$ cat src/aestk_pkg.sv
`timescale 1ns / 1ps

package aestk_pkg;

   // word and field widths
   localparam int unsigned DATA_W      = 32;
   localparam int unsigned CMD_W       = 3;
   localparam int unsigned POS_W       = 10;
   localparam int unsigned STATUS_W    = 3;
   localparam int unsigned FILL_W      = 11;

   // default stack depth
   localparam int unsigned STACK_DEPTH = 1024;

   // stream payload widths
   localparam int unsigned REQ_TDATA_W = 48;
   localparam int unsigned REQ_TUSER_W = CMD_W;
   localparam int unsigned REQ_PAD_W   = REQ_TDATA_W - DATA_W - POS_W;
   localparam int unsigned RSP_TDATA_W = 48;
   localparam int unsigned RSP_PAD_W   = RSP_TDATA_W - DATA_W - STATUS_W - FILL_W;

   typedef enum logic [CMD_W-1:0] {
      CMD_PUSH        = 3'd0,
      CMD_POP         = 3'd1,
      CMD_PEEK_TOP    = 3'd2,
      CMD_PEEK_BOTTOM = 3'd3,
      CMD_ADD         = 3'd4,
      CMD_SUB         = 3'd5,
      CMD_MUL         = 3'd6,
      CMD_DIV         = 3'd7
   } cmd_type;

   typedef enum logic [STATUS_W-1:0] {
      STAT_OK      = 3'd0,
      STAT_FEW     = 3'd1,
      STAT_RANGE   = 3'd2,
      STAT_DIVZERO = 3'd3,
      STAT_FULL    = 3'd4
   } status_type;

   typedef enum logic [2:0] {
      S_IDLE,
      S_READ,
      S_RD_TOP,
      S_RD_UNDER,
      S_DIV,
      S_WB,
      S_RESP
   } state_type;

   // divider handshake with the sequencer
   typedef struct packed {
      logic                    done;
      logic signed [DATA_W-1:0] quotient;
   } div_rsp_type;

endpackage

$ cat src/aestk_div.sv
`timescale 1ns / 1ps

module aestk_div (
   input  logic                                    clock,
   input  logic                                    reset,
   input  logic                                    start,
   input  logic signed [aestk_pkg::DATA_W-1:0]     dividend,
   input  logic signed [aestk_pkg::DATA_W-1:0]     divisor,
   output aestk_pkg::div_rsp_type                  div_rsp
);

   import aestk_pkg::*;

   localparam int unsigned CNT_W = $clog2(DATA_W);

   logic              busy_ff, busy_in;
   logic              done_ff, done_in;
   logic [CNT_W-1:0]  cnt_ff, cnt_in;
   logic [DATA_W-1:0] rem_ff, rem_in;
   logic [DATA_W-1:0] quo_ff, quo_in;
   logic [DATA_W-1:0] den_ff, den_in;
   logic              neg_ff, neg_in;
   logic [DATA_W:0]   shifted;
   logic [DATA_W:0]   diff;
   logic [DATA_W-1:0] dividend_mag;
   logic [DATA_W-1:0] divisor_mag;

   // magnitudes fit unsigned, including the most negative word
   assign dividend_mag = dividend[DATA_W-1] ? (~dividend + 1'b1) : dividend;
   assign divisor_mag  = divisor[DATA_W-1]  ? (~divisor + 1'b1)  : divisor;

   // one restoring step per cycle
   assign shifted = {rem_ff, quo_ff[DATA_W-1]};
   assign diff    = shifted - {1'b0, den_ff};

   always_comb begin
      busy_in = busy_ff;
      done_in = 1'b0;
      cnt_in  = cnt_ff;
      rem_in  = rem_ff;
      quo_in  = quo_ff;
      den_in  = den_ff;
      neg_in  = neg_ff;
      if (start) begin
         busy_in = 1'b1;
         cnt_in  = '0;
         rem_in  = '0;
         quo_in  = dividend_mag;
         den_in  = divisor_mag;
         neg_in  = dividend[DATA_W-1] ^ divisor[DATA_W-1];
      end else if (busy_ff) begin
         if (!diff[DATA_W]) begin
            rem_in = diff[DATA_W-1:0];
         end else begin
            rem_in = shifted[DATA_W-1:0];
         end
         quo_in = {quo_ff[DATA_W-2:0], ~diff[DATA_W]};
         cnt_in = cnt_ff + 1'b1;
         if (cnt_ff == CNT_W'(DATA_W - 1)) begin
            busy_in = 1'b0;
            done_in = 1'b1;
         end
      end
   end

   always_ff @(posedge clock) begin
      if (reset) begin
         busy_ff <= 1'b0;
         done_ff <= 1'b0;
      end else begin
         busy_ff <= busy_in;
         done_ff <= done_in;
      end
      cnt_ff <= cnt_in;
      rem_ff <= rem_in;
      quo_ff <= quo_in;
      den_ff <= den_in;
      neg_ff <= neg_in;
   end

   // floored sign fix: -q, minus one more when a remainder is left
   assign div_rsp.done     = done_ff;
   assign div_rsp.quotient = neg_ff ? (~quo_ff + DATA_W'(rem_ff == '0)) : quo_ff;

endmodule

$ cat config.mk
export PLATFORM = sky130hd
export DESIGN_NAME = aestk_div
export DESIGN_NICKNAME = d
export VERILOG_FILES = /design/src/aestk_pkg.sv /design/src/aestk_div.sv
export SDC_FILE = /design/constraint.sdc
export NUM_CORES = 1
export LEC_CHECK = 0
export BUFFER_PORTS_ARGS = -buffer_cell sky130_fd_sc_hd__buf_2
export CORE_MARGIN = 8
export CORE_UTILIZATION = 60
export DETAILED_ROUTE_END_ITERATION = 16
export PLACE_DENSITY = 0.78
export SLEW_MARGIN = 20
export SYNTH_ARGS = -nofsm -noshare
export SYNTH_HDL_FRONTEND = slang
export SYNTH_SLANG_ARGS = --single-unit
$ cat constraint.sdc
create_clock -name clock -period 7.84 [get_ports clock]
set_input_delay 1.176 -clock clock [delete_from_list [all_inputs] [get_ports clock]]
set_output_delay 1.176 -clock clock [all_outputs]
set_load 0.02 [all_outputs]
==> results by group <==
Placement
  • Placer Congestion: 0.968
  • Final HPWL DP: between 10 and 15 mm
  • PortBufs: between 90 and 100

Timing
  • Setup TNS: 0 ps
  • Final setup fails: 0
  • FMAX: roughly 0.18 GHz
  • Skew final: slightly above 9 ps
  • Final hold vios: 0
  • Rel. slew slack: 0.337
  • Final period util: 0.717
  • RSZ-0062 raised after global routing: false
  • Final Max Tran Viols: 0
  • Worst Max-Slew Pin Slew: ~970 ps
  • Minimum clock period: approximately 5600 ps

Clock tree
  • Clk Latency, worst-skew pair: approximately 350 ps
  • # hold bufs at CTS: 0
  • Htree depth: 3
  • Clock slew at reported path FFs: ~70 ps
  • CTS max path bufs: 2
  • CTS Sinks: around 100
  • Post-CTS setup buffer count: 0
  • Post-CTS Resized: 0
  • TritonCTS clock tree: done
  • Clock Tree Root: clkbuf_16
  • CTS buffer count: 9

Detailed routing
  • ANT nets after route: 0
  • Vias per inst: between 5 and 6
  • Routed vias: about 7000
  • Drt drc: 0
  • Starting DRT DRC Count: 681
  • Post-DR wirelength/cell: about 16 µm
  • Final WL: roughly 18 mm
  • DRT Pass-1 Iters: 5

Global route
  • Antenna violations before repair: 0
  • Vias in the first global route: around 6400
  • Largest net degree at the start of global routing: 90
  • GRT Overall Usage: 0.217
  • First-pass GRT wire length: around 30 mm
  • Total gr overflow: 0

Finish
  • Ant diodes: 0
  • Multi-input logic area: between 4000 and 5000 µm²
  • P&R area growth vs syn: 12.4%
  • Fillcell total: around 1100
  • FF/Latch Area: about 2700 µm²
  • Share of cells above drive strength 1: 0.141
  • Final nets: approximately 1100

Logic synthesis
  • Largest cells by area after synthesis: edfxtp_1 (25%), dfxtp_1 (10%), xnor2_1 (7.9%)
  • Area share of the largest cell type after synthesis: 0.253
  • Synth Warn #: 0
  • Ys flop type: edfxtp_1
  • Post-Syn Nets: between 1000 and 1500
  • Async set or reset register ratio after synthesis: 0
  • Post-Syn Instances: 901
  • Post-synth EDFFs: 65
  • Post-synth cell types: 60
  • #FFs+latches synth: approximately 100
  • Synthesized cell area: between 7000 and 8000 µm²
  • Cell taking the most area after synthesis: edfxtp_1
  • Sequential fraction of the synthesis area: 0.354
  • Syn Area/Cell: between 8 and 9 µm²

Floorplan
  • Die Ht: 129 µm
  • Initial Util: 0.612
  • Die Width: 129 µm
  • Cell row count: 41
  • Ports: 100
  • Die area: 16800 µm²
  • Core area: approximately 13000 µm²

Setup path
  • CP required: about 6700 ps
  • Nature of the critical path endpoint: output port
  • Crit path DAT: 4440 ps
  • Worst setup SP type: register
  • Crit path kind: reg -> out
  • CP Max Fanout: 6
  • R2R Setup Slk: ~3500 ps

Power and ir drop
  • PD cells: roughly 210 nW/µm²
  • Final Power: about 1.8 mW
  • LEAKAGE: about 3.5 nW
  • Peak VDD IR: ~0.097 mV

Job
  • Total of max-cap violations: 0

Run status
  • Run status: finished, final reports clean

Hold path
  • Worst min path class: reg -> reg
==> report_power, final <==
group	switching, mW	leakage [nW]	internal, mW
Sequential	0.0551	0.958	0.647
Combinational	0.346	2.35	0.223
Clock	0.202	0.176	0.353
Total	0.603	3.48	1.22
==> registers in the layout (all words and copies together) (netlist names) <==
register  count
done_ff       1
rem_ff       32
quo_ff       32
den_ff       32
cnt_ff        5
busy_ff       1
neg_ff        1
==> worst paths after layout <==
kind,from,to,depth (start not counted)
setup / recovery,rem_ff[31],div_rsp[28],14
hold / removal,rem_ff[26],rem_ff[27],2
setup reg to reg,quo_ff[31],rem_ff[8],14
hold reg to reg,rem_ff[26],rem_ff[27],2
==> per-layer routing <==
metal	routed length [µm]	GRT usage	vias to the layer above
met5	0	0	-
met4	333	0.0731	0
met3	1210	0.0304	30
met2	8250	0.358	234
met1	8570	0.287	3192
li1	-	-	3406
==> critical path: stages, from the launching register on <==
cell	delay, ps
dfxtp_1	400
nor4_1	400
nand4_1	190
nor2_1	200
ha_1	240
ha_1	190
nand2_1	60
or2_1	260
or4_4	520
or4_4	510
nand2b_4	160
or4_4	460
o31ai_4	190
xnor2_1	140
buf_2	180
==> kinds of logic (layout without fill, tap and decap cells) <==
kind of cell               after synthesis  in the layout  synth area share
AOI/OAI and AO/OA                      236            236             0.203
buffers and inverters                  101            174            0.0496
DFF                                    104            104             0.354
adders and majority gates               39             39            0.0642
muxes                                    4              4           0.00518
and+or+nand+nor                        296            296             0.186
xor gates and xnor gates               121            121             0.138
==> cell usage in the layout, fill, tap and decap left out, types with 14 or more instances in the layout <==
| cell | netlist | final |
|---|---|---|
| nand2_1 | 110 | 110 |
| buf_2 | 0 | 98 |
| nor2_1 | 81 | 81 |
| xnor2_1 | 70 | 69 |
| a21oi_1 | 66 | 66 |
| edfxtp_1 | 65 | 65 |
| inv_1 | 55 | 55 |
| xor2_1 | 50 | 50 |
| o21ai_0 | 48 | 48 |
| ha_1 | 38 | 38 |
| dfxtp_1 | 39 | 38 |
| a311oi_1 | 25 | 25 |
| o31ai_1 | 20 | 20 |
| o41ai_1 | 16 | 16 |
| nand4_1 | 14 | 14 |
| a21o_1 | 14 | 14 |
==> cell usage after synthesis, drive strengths merged, types with 5 or more instances <==
master  instances
a21oi          66
ha             38
xor2           50
o41ai          16
nor2           81
nor2b           6
a21o           14
inv            55
a31oi           7
a311oi         25
nor4           13
nand2b         14
nand3          10
edfxtp         65
nand4          14
dfxtp          39
or4            17
buf             5
o221ai          5
nor3b           5
or2             5
or3             8
o21bai          7
o31ai          21
o21ai          49
nand2         110
xnor2          71
clkbuf         41
==> per-stage QoR <==
step / std cells / utilization / area [µm²] / setup slack, ps / hold slack [ps]
global placement: 1130 / 0.658 / 8310 / 2650 / 481
global route: 1146 / 0.688 / 8680 / 2060 / 544
finish: 1146 / 0.688 / 8680 / 2220 / 508
CTS: 1146 / 0.688 / 8680 / 2200 / 508
detailed placement: 1130 / 0.658 / 8310 / 2580 / 499
floorplan: 901 / - / 7720 / 3160 / 467
==> cell type report <==
type / instances / area share
multi-input cells: 696 / 0.533
flip-flops and latches: 104 / 0.315
repair buffers: 103 / 0.0608
clock buffers: 11 / 0.0280
well taps: 172 / 0.0248
inverters: 55 / 0.0238
clock inverters: 5 / 0.0147
No activity file was read; power rests on OpenSTA's default activity.
